===== src/design/krd_pkg.sv =====
// shared types, constants and character map for the keypad release decoder
`timescale 1ns / 1ps
`default_nettype none

package krd_pkg;

	localparam int unsigned MATRIX_W = 56;
	localparam int unsigned ROWS_W   = 48;   // rows 1 to 6 of the matrix
	localparam int unsigned POS_W    = 6;

	// bit positions, 8*row+column
	localparam int unsigned BIT_SHIFT  = 5;
	localparam int unsigned BIT_SYMBOL = 15;
	localparam int unsigned BIT_LEFT   = 49;
	localparam int unsigned BIT_MODE   = 6;
	localparam int unsigned BIT_DOWN   = 48;
	localparam int unsigned BIT_RIGHT  = 50;
	localparam int unsigned BIT_UP     = 51;
	localparam int unsigned BIT_DELETE = 7;
	localparam int unsigned BIT_ENTER  = 40;

	// modifier modes
	localparam logic [1:0] MOD_NONE   = 2'd0;
	localparam logic [1:0] MOD_SHIFT  = 2'd1;
	localparam logic [1:0] MOD_SYMBOL = 2'd2;

	// special key codes
	localparam logic [2:0] SPC_NONE   = 3'd0;
	localparam logic [2:0] SPC_LEFT   = 3'd1;
	localparam logic [2:0] SPC_MODE   = 3'd2;
	localparam logic [2:0] SPC_DOWN   = 3'd3;
	localparam logic [2:0] SPC_RIGHT  = 3'd4;
	localparam logic [2:0] SPC_UP     = 3'd5;
	localparam logic [2:0] SPC_DELETE = 3'd6;
	localparam logic [2:0] SPC_ENTER  = 3'd7;

	localparam logic [7:0] CASE_OFFSET = 8'hE0;   // 'A' - 'a' modulo 256

	typedef struct packed {
		logic [7:0] key_char;
		logic [2:0] special_key;
		logic [1:0] modifier_now;
	} krd_result_t;

	// first letter of each column 1..6: "xsnida"
	function automatic logic [7:0] letter_base(input logic [2:0] col);
		logic [7:0] b;
		case (col)
			3'd1:    b = 8'h78;
			3'd2:    b = 8'h73;
			3'd3:    b = 8'h6E;
			3'd4:    b = 8'h69;
			3'd5:    b = 8'h64;
			3'd6:    b = 8'h61;
			default: b = 8'h00;
		endcase
		return b;
	endfunction

	// first digit of each column 1..3: "147"
	function automatic logic [7:0] digit_base(input logic [2:0] col);
		logic [7:0] b;
		case (col)
			3'd1:    b = 8'h31;
			3'd2:    b = 8'h34;
			3'd3:    b = 8'h37;
			default: b = 8'h00;
		endcase
		return b;
	endfunction

	// ascii of a key in rows 1..6, using the mode in force before the scan
	function automatic logic [7:0] map_char(input logic [1:0] mode, input logic [2:0] col,
			input logic [2:0] row);
		logic [7:0] ch;
		logic [7:0] offs;
		ch   = 8'h00;
		offs = (mode == MOD_SHIFT) ? CASE_OFFSET : 8'h00;
		if (mode == MOD_NONE || mode == MOD_SHIFT) begin
			if (col == 3'd0 && row == 3'd2) begin
				ch = 8'h20;
			end else if (col >= 3'd1 && col <= 3'd6 && (col != 3'd6 || row < 3'd4)) begin
				ch = letter_base(col) + {5'd0, row} - 8'd1 + offs;
			end
		end else begin
			if (col == 3'd4 && row == 3'd3) begin
				ch = 8'h28;
			end else if (col == 3'd4 && row == 3'd4) begin
				ch = 8'h29;
			end else if (col == 3'd0 && row == 3'd2) begin
				ch = 8'h30;
			end else if (col == 3'd4 && row == 3'd5) begin
				ch = 8'h2F;
			end else if (col == 3'd1 && row == 3'd5) begin
				ch = 8'h2B;
			end else if (col == 3'd2 && row == 3'd5) begin
				ch = 8'h2D;
			end else if (col == 3'd3 && row == 3'd5) begin
				ch = 8'h2A;
			end else if (row >= 3'd2 && row <= 3'd4 && col >= 3'd1 && col <= 3'd3) begin
				ch = digit_base(col) + {5'd0, row} - 8'd2;
			end
		end
		return ch;
	endfunction

endpackage

`default_nettype wire


===== src/design/keypad_release_decoder_core.sv =====
// top level of the keypad release decoder: scan register, decode, result register
`timescale 1ns / 1ps
`default_nettype none

// channel  direction  handshake             payload
// scan     in         in_valid / in_stall   key_matrix[55:0]
// result   out        out_valid / out_stall key_char[7:0], special_key[2:0], modifier_now[1:0]
//
// one scan beat per cycle sustained while out_stall is low; the edge that takes a beat
// loads the scan register; its decode enters the result register when that one is free
// the previous scan and the modifier mode update as a beat moves into the result register
// reset clears both valid flags, the previous scan and the mode
// out_stall holds the result register; in_stall rises only when the scan register
// is full and cannot move on

module keypad_release_decoder_core (
	input  wire logic                         clk,
	input  wire logic                         arst_n,
	input  wire logic                         in_valid,
	output logic                              in_stall,
	input  wire logic [krd_pkg::MATRIX_W-1:0] key_matrix,
	output logic                              out_valid,
	input  wire logic                         out_stall,
	output logic [7:0]                        key_char,
	output logic [2:0]                        special_key,
	output logic [1:0]                        modifier_now
);

	// scan register
	logic                         valid_s1;
	logic [krd_pkg::MATRIX_W-1:0] matrix_s1;

	// decoder state
	logic [krd_pkg::MATRIX_W-1:0] prev_q;
	logic [1:0]                   mode_q;

	// result register
	logic                 valid_s2;
	krd_pkg::krd_result_t result_s2;

	krd_pkg::krd_result_t result;
	logic                 out_free;
	logic                 advance;

	assign out_free = !valid_s2 || !out_stall;
	assign advance  = valid_s1 && out_free;
	assign in_stall = valid_s1 && !out_free;

	krd_decode u_decode (
		.cur_matrix  (matrix_s1),
		.prev_matrix (prev_q),
		.mode        (mode_q),
		.result      (result)
	);

	// scan register: load whenever it is empty or moving on
	always_ff @(posedge clk or negedge arst_n) begin
		if (!arst_n) begin
			valid_s1 <= 1'b0;
		end else if (!in_stall) begin
			valid_s1 <= in_valid;
		end
	end

	always_ff @(posedge clk) begin
		if (!in_stall && in_valid) begin
			matrix_s1 <= key_matrix;
		end
	end

	// previous scan and mode follow the beat that enters the result register
	always_ff @(posedge clk or negedge arst_n) begin
		if (!arst_n) begin
			prev_q <= '0;
			mode_q <= krd_pkg::MOD_NONE;
		end else if (advance) begin
			prev_q <= matrix_s1;
			mode_q <= result.modifier_now;
		end
	end

	// result register
	always_ff @(posedge clk or negedge arst_n) begin
		if (!arst_n) begin
			valid_s2 <= 1'b0;
		end else if (out_free) begin
			valid_s2 <= valid_s1;
		end
	end

	always_ff @(posedge clk) begin
		if (advance) begin
			result_s2 <= result;
		end
	end

	assign out_valid    = valid_s2;
	assign key_char     = result_s2.key_char;
	assign special_key  = result_s2.special_key;
	assign modifier_now = result_s2.modifier_now;

	// mode never reaches the unused code
	assert property (@(posedge clk) disable iff (!arst_n) mode_q != 2'd3)
		else $error("modifier mode reached unused code");

	// a special key always clears the mode and carries no character
	assert property (@(posedge clk) disable iff (!arst_n)
		(out_valid && special_key != krd_pkg::SPC_NONE) |->
		(key_char == 8'h00 && modifier_now == krd_pkg::MOD_NONE))
		else $error("special key beat with character or mode");

	// the scan that moves on becomes the previous scan
	assert property (@(posedge clk) disable iff (!arst_n)
		advance |=> prev_q == $past(matrix_s1))
		else $error("previous scan not updated");

	// mode register tracks the reported mode
	assert property (@(posedge clk) disable iff (!arst_n)
		advance |=> (valid_s2 && mode_q == modifier_now))
		else $error("mode register out of step with result");

endmodule

`default_nettype wire


===== src/design/krd_decode.sv =====
// release detection, priority selection and character mapping for one scan
`timescale 1ns / 1ps
`default_nettype none

module krd_decode (
	input  wire logic [krd_pkg::MATRIX_W-1:0] cur_matrix,
	input  wire logic [krd_pkg::MATRIX_W-1:0] prev_matrix,
	input  wire logic [1:0]                   mode,
	output krd_pkg::krd_result_t              result
);

	logic [krd_pkg::MATRIX_W-1:0] rel;
	logic [krd_pkg::ROWS_W-1:0]   rows;
	logic [krd_pkg::POS_W-1:0]    pos;
	logic [2:0]                   row;

	assign rel  = prev_matrix & ~cur_matrix;
	assign rows = rel[krd_pkg::MATRIX_W-1:8];

	// lowest set bit of rows 1..6
	always_comb begin
		pos = '0;
		for (int i = krd_pkg::ROWS_W - 1; i >= 0; i--) begin
			if (rows[i]) begin
				pos = krd_pkg::POS_W'(i);
			end
		end
	end

	assign row = pos[5:3] + 3'd1;

	always_comb begin
		result.key_char     = 8'h00;
		result.special_key  = krd_pkg::SPC_NONE;
		result.modifier_now = krd_pkg::MOD_NONE;
		if (rel[krd_pkg::BIT_SHIFT]) begin
			result.modifier_now = mode[0] ? krd_pkg::MOD_NONE : krd_pkg::MOD_SHIFT;
		end else if (rel[krd_pkg::BIT_SYMBOL]) begin
			result.modifier_now = mode[1] ? krd_pkg::MOD_NONE : krd_pkg::MOD_SYMBOL;
		end else if (rel[krd_pkg::BIT_LEFT]) begin
			result.special_key = krd_pkg::SPC_LEFT;
		end else if (rel[krd_pkg::BIT_MODE]) begin
			result.special_key = krd_pkg::SPC_MODE;
		end else if (rel[krd_pkg::BIT_DOWN]) begin
			result.special_key = krd_pkg::SPC_DOWN;
		end else if (rel[krd_pkg::BIT_RIGHT]) begin
			result.special_key = krd_pkg::SPC_RIGHT;
		end else if (rel[krd_pkg::BIT_UP]) begin
			result.special_key = krd_pkg::SPC_UP;
		end else if (rel[krd_pkg::BIT_DELETE]) begin
			result.special_key = krd_pkg::SPC_DELETE;
		end else if (rel[krd_pkg::BIT_ENTER]) begin
			result.special_key = krd_pkg::SPC_ENTER;
		end else if (|rows) begin
			result.key_char = krd_pkg::map_char(mode, pos[2:0], row);
		end else begin
			result.modifier_now = mode;   // nothing released, mode holds
		end
	end

endmodule

`default_nettype wire


===== config.mk =====
export PLATFORM = sky130hd
export DESIGN_NAME = keypad_release_decoder_core
export DESIGN_NICKNAME = d
export VERILOG_FILES = /design/src/design/krd_pkg.sv /design/src/design/keypad_release_decoder_core.sv /design/src/design/krd_decode.sv
export SDC_FILE = /design/constraint.sdc
export NUM_CORES = 1
export LEC_CHECK = 0
export BUFFER_PORTS_ARGS = -buffer_cell sky130_fd_sc_hd__clkbuf_2
export CORE_MARGIN = 5
export CORE_UTILIZATION = 53
export DETAILED_ROUTE_END_ITERATION = 10
export PLACE_DENSITY = 0.81
export SLEW_MARGIN = 20
export SYNTH_ARGS = -nofsm -noshare
export SYNTH_HDL_FRONTEND = slang
export SYNTH_SLANG_ARGS = --single-unit

===== constraint.sdc =====
create_clock -name clk -period 4.5 [get_ports clk]
set_clock_uncertainty 0.2 [all_clocks]
set_input_delay 1.125 -clock clk [delete_from_list [all_inputs] [get_ports clk]]
set_output_delay 1.125 -clock clk [all_outputs]
set_load 0.05 [all_outputs]

-- After elaboration in Yosys (flattened, before gate mapping)
Cells that the tools add are included.
- bits in registers: 129
- input bits: 60
- word-level logic and storage cells: 179
- $add $sub $neg: 6
- $lt $le $gt $ge: 6
- eq/ne operators: 12
- mux-type cells: 113
- bitwise logic cells: 3
- reduce and logical (&&, ||, !) cells: 29
- operators by type and width (operator ; count):
    8-bit 2-to-1 mux ; 44
    6-bit 2-to-1 mux ; 48
    56-bit AND ; 1
    56-bit NOT ; 1
    48-bit OR reduction ; 1
    7-bit case mux with 6 select lines ; 1
    2-bit 2-to-1 mux ; 13
    6-bit case mux with 3 select lines ; 1
    8-bit by 3-bit adder with 8-bit output ; 2
    3-bit equality test (second input constant) ; 5
    1-bit logical AND ; 15
    3-bit by 2-bit equality test with 1-bit output (second input constant) ; 4
    3-bit 2-to-1 mux ; 4
    10-bit OR reduction ; 1
    8-bit adder ; 1
    8-bit by 1-bit subtractor with 8-bit output (second input constant) ; 1
    8-bit by 2-bit subtractor with 8-bit output (second input constant) ; 1
    3-bit <= comparator (second input constant) ; 2
    5-bit OR reduction ; 1
    1-bit zero test ; 4
    3-bit by 1-bit adder with 3-bit output (second input constant) ; 1
    3-bit by 1-bit equality test with 1-bit output (second input constant) ; 1
    3-bit by 1-bit greater-or-equal comparator with 1-bit output (second input constant) ; 1
    3-bit by 2-bit greater-or-equal comparator with 1-bit output (second input constant) ; 1
    other kinds (11) ; 14

-- Depth between registers and ports, before layout
Gate-level depths: netlist of run 1.
- depth in word-level cells: 85
- depth in mapped cells: 18
- gate-level depth less buffers: 18

-- Modules after synthesis
A second synthesis of run 1 with hierarchy kept.
- cell total of the unflattened synthesis: 505
- area, all modules: 6457.4 um^2
- modules (own cells, without submodules) (module ; times used ; cells an instance ; area each (um^2)):
    keypad_release_decoder_core ; 1 ; 199 ; 4364.2
    krd_decode ; 1 ; 306 ; 2093.3

-- Least setup slack after synthesis of run 1
OpenSTA, ideal clock, no wires.
- path kind: reg-to-reg
- start point: register prev_q[45] in the netlist's numbering
- end point: register result_s2, in the netlist key_char[5] (data pin)
- setup time: 0.259 ns
- arrival: 3.946 ns
- data required time: 4.041 ns
- path slack: 0.095 ns
- stages on the path, launching flop included: 18
- clock period less this slack: 4.405 ns
- cell sequence: dfrtp_1 -> nor2b_1 -> a2111o_1 -> a211oi_1 -> o21ai_0 -> a311oi_1 -> inv_1 -> ha_1 -> inv_1 -> ha_1 -> inv_1 -> ha_1 -> fa_1 -> a21o_1 -> a21oi_1 -> xnor2_1 -> o2111a_1 -> o31a_1
- cells in the longest elaborated chain, start to end: 71
- elaborated cells between the ends (all ways): 124
- ends and longest elaborated chain (item ; line ; RTL):
    start: declaration ; keypad_release_decoder_core.sv:34 ; logic [krd_pkg::MATRIX_W-1:0] prev_q;
    start signal: assignment ; keypad_release_decoder_core.sv:77 ; prev_q <= matrix_s1;
    56-bit AND (*) ; krd_decode.sv:17 ; assign rel = prev_matrix & ~cur_matrix;
    6-bit 2-to-1 mux (38 in a row) ; krd_decode.sv:24 ; if (rows[i]) begin
    3-bit by 2-bit equality test with 1-bit output (tied with other cells) ; krd_pkg.sv:48, krd_pkg.sv:63, krd_pkg.sv:98 ;
    6-bit case mux with 3 select lines ; krd_pkg.sv:63 ; case (col)
    8-bit 2-to-1 mux ; krd_pkg.sv:100 ; end else if (row >= 3'd2 && row <= 3'd4 && col >= 3'd1 && col <= 3'd3) begin
    8-bit 2-to-1 mux ; krd_pkg.sv:98 ; end else if (col == 3'd3 && row == 3'd5) begin
    8-bit 2-to-1 mux ; krd_pkg.sv:96 ; end else if (col == 3'd2 && row == 3'd5) begin
    8-bit 2-to-1 mux ; krd_pkg.sv:94 ; end else if (col == 3'd1 && row == 3'd5) begin
    (+18 left out) ; n/a ;
    8-bit 2-to-1 mux ; krd_pkg.sv:98 ;
    8-bit 2-to-1 mux ; krd_pkg.sv:96 ;
    8-bit 2-to-1 mux ; krd_pkg.sv:94 ;
    8-bit 2-to-1 mux ; krd_pkg.sv:92 ; end else if (col == 3'd4 && row == 3'd5) begin
    8-bit 2-to-1 mux ; krd_pkg.sv:90 ; end else if (col == 3'd0 && row == 3'd2) begin
    8-bit 2-to-1 mux ; krd_pkg.sv:88 ; end else if (col == 3'd4 && row == 3'd4) begin
    8-bit 2-to-1 mux ; krd_pkg.sv:86 ; if (col == 3'd4 && row == 3'd3) begin
    8-bit 2-to-1 mux ; krd_pkg.sv:79 ; if (mode == MOD_NONE || mode == MOD_SHIFT) begin
    end signal: assignment ; keypad_release_decoder_core.sv:93 ; result_s2 <= result;
    end: declaration ; keypad_release_decoder_core.sv:39 ; krd_pkg::krd_result_t result_s2;
Mark *: on every way between the ends. The rest lies on a longest branch, timed or not. The select of a mux whose other input is x is not followed.
A chain may end at the register's enable or synchronous reset.

-- Worst setup path after layout of run 1
- start point: register prev_q[38] in the netlist's numbering
- end point: register result_s2, in the netlist key_char[5] (data pin)
- cells in the longest elaborated chain, start to end: 64
- elaborated cells between the ends (all ways): 117
- ends and longest elaborated chain (item ; line):
    56-bit AND (*) ; krd_decode.sv:17
    6-bit 2-to-1 mux (31 in a row) ; krd_decode.sv:24
    3-bit by 2-bit equality test with 1-bit output (tied with other cells) ; krd_pkg.sv:48, krd_pkg.sv:63, krd_pkg.sv:98
    6-bit case mux with 3 select lines ; krd_pkg.sv:63
    8-bit 2-to-1 mux ; krd_pkg.sv:100
    8-bit 2-to-1 mux ; krd_pkg.sv:98
    8-bit 2-to-1 mux ; krd_pkg.sv:96
    8-bit 2-to-1 mux ; krd_pkg.sv:94
    (+18 left out) ; n/a
    8-bit 2-to-1 mux ; krd_pkg.sv:98
    8-bit 2-to-1 mux ; krd_pkg.sv:96
    8-bit 2-to-1 mux ; krd_pkg.sv:94
    8-bit 2-to-1 mux ; krd_pkg.sv:92
    8-bit 2-to-1 mux ; krd_pkg.sv:90
    8-bit 2-to-1 mux ; krd_pkg.sv:88
    8-bit 2-to-1 mux ; krd_pkg.sv:86
    8-bit 2-to-1 mux ; krd_pkg.sv:79
Marks and branches as above.

==> impl_metrics.tcl, run 1 <==
set metrics [dict create \
    wl_um 12600 \
    synth_nets 573 \
    max_freq_mhz 231 \
    power_leakage_uw 0.00307 \
    synth_seq_cells 119 \
    worstSetupEndpointType "flip-flop" \
    hold_start "prev_q[28]" \
    drv_cap 0 \
    htreeDepth 4 \
    clock_sinks 119 \
    yosysWarnings 0 \
    antenna_found_initial 0 \
    whs_ns 0.296 \
    min_period_over_period 0.961 \
    fillerInstances 826 \
    worst_ir_drop_vdd_mv 0.311 \
    dp_hpwl_um 9360 \
    r2r_start "prev_q[38]" \
    max_slew_margin 0.502 \
    hold_class "reg -> reg" \
    clk_path_buf_depth 2 \
    crit_path_cell_trace "nor2b_4 -> nor4_4 -> o2111ai_4 -> a311oi_4 -> nor2_4 -> buf_4 -> a211o_2 -> and2_0 -> nand2b_1 -> ha_1 -> inv_1 -> ha_1 -> fa_2 -> a21o_1 -> a21oi_2 -> xnor2_1 -> o2111a_1 -> o31a_1" \
    critPathLaunch "prev_q[38]" \
    track_usage 0.190 \
    setup_tns_ns 0 \
    row_count 39 \
    p_per_area_mw_per_mm2 487 \
    power_frac_comb 0.292 \
    synth.distinct_cells 80 \
    cp_slowest_cell "dfrtp_1" \
    clkTransAtPathRegs_ns 0.05 \
    hold_violations 0 \
    avgSynthCellArea_um2 12.5 \
    grt_start_max_net_pins 52 \
    start_kind "flip-flop" \
    fin_nets 685 \
    first_iter_violations 263 \
    dr.pass1.iters 4 \
    synth_edf_count 64 \
    period_needed_ns 4.33 \
    ys_seq_area_frac 0.535 \
    root_buffer "clkbuf_16" \
    ff2ff_setup_slack_ns 0.17 \
    top_layer_used "met4" \
    areaGrowthSynthToFinish_pct 21.9 \
    slew_violations 0 \
    critPathArrivalTime_ns 4.28 \
    grt_overflow_total 0 \
    drt-met1-wl_um 5190 \
    status "complete, no violations" \
    io_pins 75 \
    fin_util 0.658 \
    p_int_uw 2540 \
    worstPathMaxFanout 4 \
    antenna_cells 0 \
    route.met2.wl_um 6650 \
    vias_per_cell 5.55 \
    syn_area_mm2 0.00617 \
    swShare 0.307 \
    die_area_mm2 0.0139 \
    initial_core_util 0.540 \
    drive_above_1_share 0.358 \
    place.gp.congestion 0.879 \
    total_power_uw 3660 \
    postCtsHoldBufs 0 \
    yosys_most_used_dff "edfxtp_1" \
    final_common_cell "clkbuf_2" \
    die_w_um 118 \
    worst_pin_slew_ns 0.747 \
    p_clk_frac 0.333 \
    path_class "reg -> reg" \
    cp.required_ns 4.46 \
    cts_tree "built" \
    core_mm2 0.0114 \
    setup_viol 0 \
    met3_length_um 480 \
    drc_errors 0 \
    numCtsBuffers 17 \
    grt_pass1_wl_um 21500 \
    most-common-layout-cells "clkbuf_2, edfxtp_1, dfrtp_1" \
    p_sw_uw 1120 \
    slowest_delay_ns 0.39 \
    ant_nets 0 \
    die_h_um 118 \
    async_flop_share 0.462 \
    clock_latency_ns 0.41 \
    synthCells 492 \
    port_buffers 69 \
    vias 4220 \
    timing.critical_path.mode_cell "ha_1" \
    wire_per_inst_um 16.6 \
    seqPwrFrac 0.375 \
    grt_pass1_vias 4453 \
]
==> stage by stage <==
step,worst slack (ns),area (µm²),cells
3_3_place_gp,0.0829,6880,723
3_5_place_dp,-0.0241,6880,723
4_1_cts,0.00741,7420,755
6_report,0.174,7520,760
5_1_grt,-0.00879,7520,760
2_1_floorplan,0.0949,6170,492
==> power by group through the flow <==
stage / sequential, µW / combinational, µW / clock [µW]
after floorplan: 1420 / 709 / 0
after global placement: 1380 / 994 / 0
after detailed placement: 1390 / 1020 / 0
after CTS: 1370 / 1040 / 1240
after global routing: 1390 / 1180 / 1300
final: 1370 / 1070 / 1220
==> worst max-delay path: cells and delay by family, from the launching register on <==
family	cells	cell delay, ns
simple gates	5	0.88
buf+inv	2	0.21
fa+ha+maj	3	0.70
flops	1	0.39
xor+xnor	1	0.08
compound gates	7	1.59
==> timing repair <==
| action | 4_1_cts | 5_1_grt |
|---|---|---|
| setup endpoints to repair | 1 | 5 |
| buffers inserted | 0 | 5 |
| pin swaps | 1 | 4 |
| gates resized for setup | 1 | 8 |
==> synthesized netlist by cell type (5+ instances only) <==
cell type | number | share of area
nor2b_1 | 30 | 0.030
a31oi_1 | 5 | 0.0051
nand3_1 | 10 | 0.0081
nand4_1 | 9 | 0.0091
or2b_1 | 5 | 0.0061
dfrtp_1 | 55 | 0.22
edfxtp_1 | 64 | 0.31
ha_1 | 19 | 0.039
inv_1 | 27 | 0.016
nor3_1 | 7 | 0.0057
o211ai_1 | 7 | 0.0085
nand2b_1 | 32 | 0.032
a21oi_1 | 14 | 0.011
nand2_1 | 21 | 0.013
nor2_1 | 19 | 0.012
o21ai_0 | 9 | 0.0073
mux2_2 | 54 | 0.099
a211oi_1 | 6 | 0.0073
==> logic make-up (layout without fill, tap and decap cells) <==
logic type	Yosys count	after routing	synth area share
xor gates and xnor gates	7	7	0.0130
DFF	119	119	0.535
buffers and inverters	34	159	0.0207
adders and majority gates	21	21	0.0450
muxes	57	57	0.103
and+or+nand+nor	169	169	0.174
AOI/OAI and AO/OA	85	85	0.109
==> routing by layer <==
metal	global-route usage	vias to the layer above
li1	-	2055
met1	0.232	2046
met2	0.325	97
met3	0.0471	22
met4	0.0710	0
met5	0	-
==> final timing paths <==
check / to / depth (start not counted)
min in group asynchronous: prev_q[17] / 1
hold reg to reg: prev_q[28] / 1
hold / removal: prev_q[28] / 1
setup reg to reg: key_char[5] / 18
setup / recovery: key_char[5] / 18
max in group asynchronous: prev_q[26] / 2
==> registers in the layout, summed over array words and instances (netlist names) <==
register	cells
key_char	8
matrix_s1	51
mode_q	2
modifier_now	2
out_valid	1
prev_q	51
special_key	3
valid_s1	1
==> final cells by class <==
cell class	instances	area, µm²	area share
tap	143	179	0.0238
inverter	27	101	0.0135
timing repair buffer	100	591	0.0786
clock inverter	14	111	0.0148
multi-input combinational	339	2810	0.374
sequential	119	3300	0.439
clock buffer	18	429	0.0571
Power figures use the tool's default switching activity.
==> run 2: changes to the inputs <==
--- a/config.mk
+++ b/config.mk
@@ -7,9 +7,11 @@
 export LEC_CHECK = 0
 export BUFFER_PORTS_ARGS = -buffer_cell sky130_fd_sc_hd__clkbuf_2
 export CORE_MARGIN = 5
-export CORE_UTILIZATION = 53
+export CORE_UTILIZATION = 50
+export CTS_CLUSTER_DIAMETER = 80
 export DETAILED_ROUTE_END_ITERATION = 10
-export PLACE_DENSITY = 0.81
+export GPL_ROUTABILITY_DRIVEN = 0
+export PLACE_DENSITY = 0.77
 export SLEW_MARGIN = 20
 export SYNTH_ARGS = -nofsm -noshare
 export SYNTH_HDL_FRONTEND = slang
==> impl_metrics.tcl, run 2 (same netlist as run 1, synthesis figures left out) <==
set metrics [dict create \
    status "complete, no violations" \
    pre_cts_slack_ns -0.0181 \
    clock_latency_ns 0.41 \
    critPathArrivalTime_ns 4.30 \
    grt_pass1_vias 4357 \
    die_area_mm2 0.0147 \
    hold_class "reg -> reg" \
    drv_cap 0 \
    htreeDepth 4 \
    hold_violations 0 \
    start_kind "flip-flop" \
    period_needed_ns 4.35 \
    io_pins 75 \
    placed_cells 745 \
    wire_per_inst_um 15.9 \
    worst_ir_drop_vdd_mv 0.289 \
    antenna_cells 0 \
    clock_sinks 119 \
    p_per_area_mw_per_mm2 483 \
    track_usage 0.180 \
    layoutNonFillerInstCount 782 \
    cts_tree "built" \
    root_buffer "clkbuf_16" \
    worstSetupEndpointType "flip-flop" \
    worst_pin_slew_ns 0.818 \
    grt_pass1_wl_um 20700 \
    cp.required_ns 4.45 \
    die_w_um 121 \
    wl_um 12400 \
    drc_errors 0 \
    min_period_over_period 0.967 \
    initial_core_util 0.511 \
    most-common-layout-cells "clkbuf_2, edfxtp_1, dfrtp_1" \
    clk_path_buf_depth 2 \
    antenna_found_initial 0 \
    dp_hpwl_um 9100 \
    whs_ns 0.292 \
    ant_nets 0 \
    timing.final.ws_setup_ns 0.148 \
    max_slew_margin 0.454 \
    core_mm2 0.0121 \
    power_leakage_uw 0.00308 \
    areaGrowthSynthToFinish_pct 22.1 \
    clkTransAtPathRegs_ns 0.05 \
    vias 4218 \
    row_count 40 \
    fin_nets 683 \
    worstPathMaxFanout 4 \
    setup_viol 0 \
    max_freq_mhz 230 \
    final_common_cell "clkbuf_2" \
    grt_overflow_total 0 \
    numCtsBuffers 17 \
    first_iter_violations 249 \
    fin_util 0.624 \
    slew_violations 0 \
    dr.pass1.iters 5 \
    port_buffers 69 \
    vias_per_cell 5.39 \
    drive_above_1_share 0.360 \
    grt_start_max_net_pins 52 \
    path_class "reg -> reg" \
    die_h_um 121 \
]
-- run 2: worst max-delay path, stage by stage, from the launching register on --
cell	delay, ns
dfrtp_1	0.38
nor2b_4	0.15
nor4_4	0.40
o2111ai_4	0.20
a311oi_4	0.42
nor2_4	0.07
buf_4	0.16
a211o_2	0.29
and2_1	0.18
nand2b_1	0.08
ha_2	0.17
inv_1	0.04
ha_2	0.17
fa_2	0.34
a21o_1	0.18
a21oi_2	0.17
xnor2_1	0.10
o2111a_1	0.13
o31a_1	0.26
-- run 2: path summary, 6_finish.rpt --
path / startpoint / endpoint / slack, ns / depth (start not counted)
worst min register to register: matrix_s1[55] / prev_q[55] / 0.29 / 1
worst max register to register: prev_q[38] / key_char[5] / 0.15 / 18
min in group asynchronous: arst_n / valid_s1 / 0.51 / 1
worst min-delay path: matrix_s1[55] / prev_q[55] / 0.29 / 1
max in group asynchronous: arst_n / prev_q[49] / 2.75 / 2
worst max-delay path: prev_q[38] / key_char[5] / 0.15 / 18
-- run 2: repair_timing --
item,4_1_cts,5_1_grt
endpoints found under the setup margin,1,5
pin swaps,1,11
setup buffers,0,6
resized for setup,1,14
hold buffers,0,0
-- run 2: final cells by class --
class,count,area [µm²]
fillers,938,4530
flip-flops and latches,119,3300
clock inverters,5,25.0
repair buffers,98,576
inverters,27,101
multi-input cells,339,2820
well taps,168,210
clock buffers,26,500
-- run 2: where the power goes --
group          leakage, µW  internal (µW)  switching (µW)
clock network     0.000263            755             428
registers          0.00126           1300            74.9
logic              0.00156            491             587
total              0.00308           2540            1090
-- run 2: stage by stage --
step	total power (µW)	area [µm²]	setup TNS [ns]
floorplan	2130	6170	0
global placement	2360	6890	0
detailed placement	2410	6890	-0.0181
CTS	3620	7410	0
global route	3830	7530	-0.0872
finish	3630	7530	0
-- run 2: layer usage --
layer | track usage | routed length [µm] | up-vias
met5 | 0 | 0 | -
met1 | 0.222 | 5350 | 2021
met4 | 0.0609 | 221 | 0
met3 | 0.0499 | 579 | 22
li1 | - | - | 2055
met2 | 0.307 | 6280 | 120
==> run 3: changes to the inputs <==
--- a/config.mk
+++ b/config.mk
@@ -6,6 +6,7 @@
 export NUM_CORES = 1
 export LEC_CHECK = 0
 export BUFFER_PORTS_ARGS = -buffer_cell sky130_fd_sc_hd__clkbuf_2
+export CORE_ASPECT_RATIO = 0.75
 export CORE_MARGIN = 5
 export CORE_UTILIZATION = 50
 export CTS_CLUSTER_DIAMETER = 80
==> impl_metrics.tcl, run 3 (same netlist as run 1, synthesis figures left out) <==
set metrics [dict create \
    htreeDepth 4 \
    worstPathMaxFanout 4 \
    multiInputGateArea_mm2 0.00282 \
    p_per_area_mw_per_mm2 500 \
    total_power_uw 3770 \
    fin_nets 678 \
    fin_area_mm2 0.00754 \
    grt_overflow_total 0 \
    met3_length_um 723 \
    clock_latency_ns 0.42 \
    track_usage 0.187 \
    power_leakage_uw 0.00307 \
    cp.required_ns 4.46 \
    worst_pin_slew_ns 0.911 \
    status "complete, no violations" \
    die_area_mm2 0.0147 \
    root_buffer "clkbuf_16" \
    max_freq_mhz 230 \
    rsz0062_at_grt "true" \
    p_sw_uw 1180 \
    wire_per_inst_um 16.8 \
    antenna_found_initial 0 \
    critPathArrivalTime_ns 4.31 \
    slowest_delay_ns 0.41 \
    worst_ir_drop_vdd_mv 0.307 \
    cp_slowest_cell "nor4_4" \
    placed_cells 742 \
    vias_per_cell 5.58 \
    io_pins 75 \
    wl_um 13100 \
    areaGrowthSynthToFinish_pct 22.3 \
    crit_family "compound AO/OA/AOI/OAI gates" \
    layoutNonFillerInstCount 776 \
    swShare 0.312 \
    worstSetupEndpointType "flip-flop" \
    row_count 35 \
    power_frac_comb 0.286 \
    antenna_cells 0 \
    core_mm2 0.0122 \
    final_common_cell "clkbuf_2" \
    max_slew_margin 0.393 \
    port_buffers 69 \
    grt_start_max_net_pins 52 \
    setup_viol 0 \
    drive_above_1_share 0.361 \
    numCtsBuffers 17 \
    ant_nets 0 \
    die_w_um 138 \
    period_needed_ns 4.35 \
    dpl-instance-area_mm2 0.00688 \
    first_iter_violations 281 \
    p_int_uw 2600 \
    hold_class "reg -> reg" \
    fillerInstances 951 \
    drc_errors 0 \
    cts_tree "built" \
    most-common-layout-cells "clkbuf_2, edfxtp_1, dfrtp_1" \
    whs_ns 0.285 \
    min_period_over_period 0.967 \
    setup_tns_ns 0 \
    postCtsHoldBufs 0 \
    crit_path_cell_trace "nor2b_4 -> nor4_4 -> o2111ai_4 -> a311oi_4 -> nor2_4 -> buf_4 -> a211o_2 -> and2_0 -> nand2b_1 -> ha_1 -> inv_1 -> ha_1 -> fa_2 -> a21o_1 -> a21oi_2 -> xnor2_1 -> o2111a_1 -> o31a_1" \
    grt_pass1_vias 4499 \
    top_layer_used "met4" \
    seqPwrFrac 0.363 \
    ff_latch_area_mm2 0.00330 \
    clkTransAtPathRegs_ns 0.06 \
    die_h_um 106 \
    clock_sinks 119 \
    start_kind "flip-flop" \
    clk_path_buf_depth 2 \
    hold_violations 0 \
    drt-met1-wl_um 6110 \
    initial_core_util 0.507 \
    path_class "reg -> reg" \
    p_clk_frac 0.351 \
    slew_violations 0 \
    drv_cap 0 \
    dr.pass1.iters 5 \
    timing.critical_path.mode_cell "ha_1" \
    vias 4331 \
    grt_pass1_wl_um 22000 \
    cp_num_buf_inv 2 \
    dp_hpwl_um 9250 \
    route.met2.wl_um 6070 \
]
## run 3: changes by cell type in the layout (fill, tap and decap cells not counted), moves of 2 or more
cell | previous run | this run
clkbuf_8 | 2 | 0
bufinv_16 | 0 | 2
clkinv_1 | 0 | 2
clkinvlp_4 | 0 | 4
ha_2 | 2 | 0
clkbuf_1 | 6 | 0
clkinv_2 | 5 | 2
buf_4 | 28 | 23
inv_6 | 0 | 4
## run 3: final timing paths
kind                                  from          end  slack [ns]  depth (start not counted)
worst min register to register    valid_s1    out_valid        0.29                          1
max in group asynchronous           arst_n   prev_q[46]        2.69                          2
min in group asynchronous           arst_n   prev_q[20]        0.65                          1
worst max register to register  prev_q[39]  key_char[5]        0.15                         18
worst min-delay path              valid_s1    out_valid        0.29                          1
worst max-delay path            prev_q[39]  key_char[5]        0.15                         18
## run 3: power groups by stage
stage | logic [µW] | registers, µW | clock network [µW]
after floorplan | 709 | 1420 | 0
after global placement | 977 | 1380 | 0
after detailed placement | 1020 | 1390 | 0
after CTS | 1040 | 1370 | 1340
after global routing | 1190 | 1390 | 1400
final | 1080 | 1370 | 1320
## run 3: metrics by stage
stage	setup slack [ns]	utilization
2_1_floorplan	0.0949	-
6_report	0.148	0.620
4_1_cts	0.00557	0.614
3_3_place_gp	0.114	0.565
3_5_place_dp	-0.0358	0.565
5_1_grt	-0.0252	0.620
## run 3: timing repair
item | 4_1_cts | 5_1_grt
setup endpoints to repair | 2 | 5
pin swaps | 3 | 7
resized for setup | 4 | 10
setup buffers | 1 | 1
## run 3: area by class of cell
class,count,share of cell area
inverters,27,0.0134
well taps,166,0.0275
flip-flops and latches,119,0.437
repair buffers,93,0.0713
clock buffers,17,0.0564
multi-input cells,339,0.374
clock inverters,15,0.0201
## run 3: per-layer routing
| layer | GRT usage | vias up |
|---|---|---|
| met5 | 0 | - |
| met4 | 0.0614 | 0 |
| met3 | 0.0522 | 20 |
| met2 | 0.298 | 141 |
| met1 | 0.250 | 2122 |
| li1 | - | 2048 |
## run 3: worst reg2reg max path: cells and delay by family (launching register included)
kind | cells | cell delay [ns]
fa+ha+maj | 3 | 0.70
simple gates | 5 | 0.92
compound gates | 7 | 1.59
flops | 1 | 0.38
buf+inv | 2 | 0.21
xor+xnor | 1 | 0.09
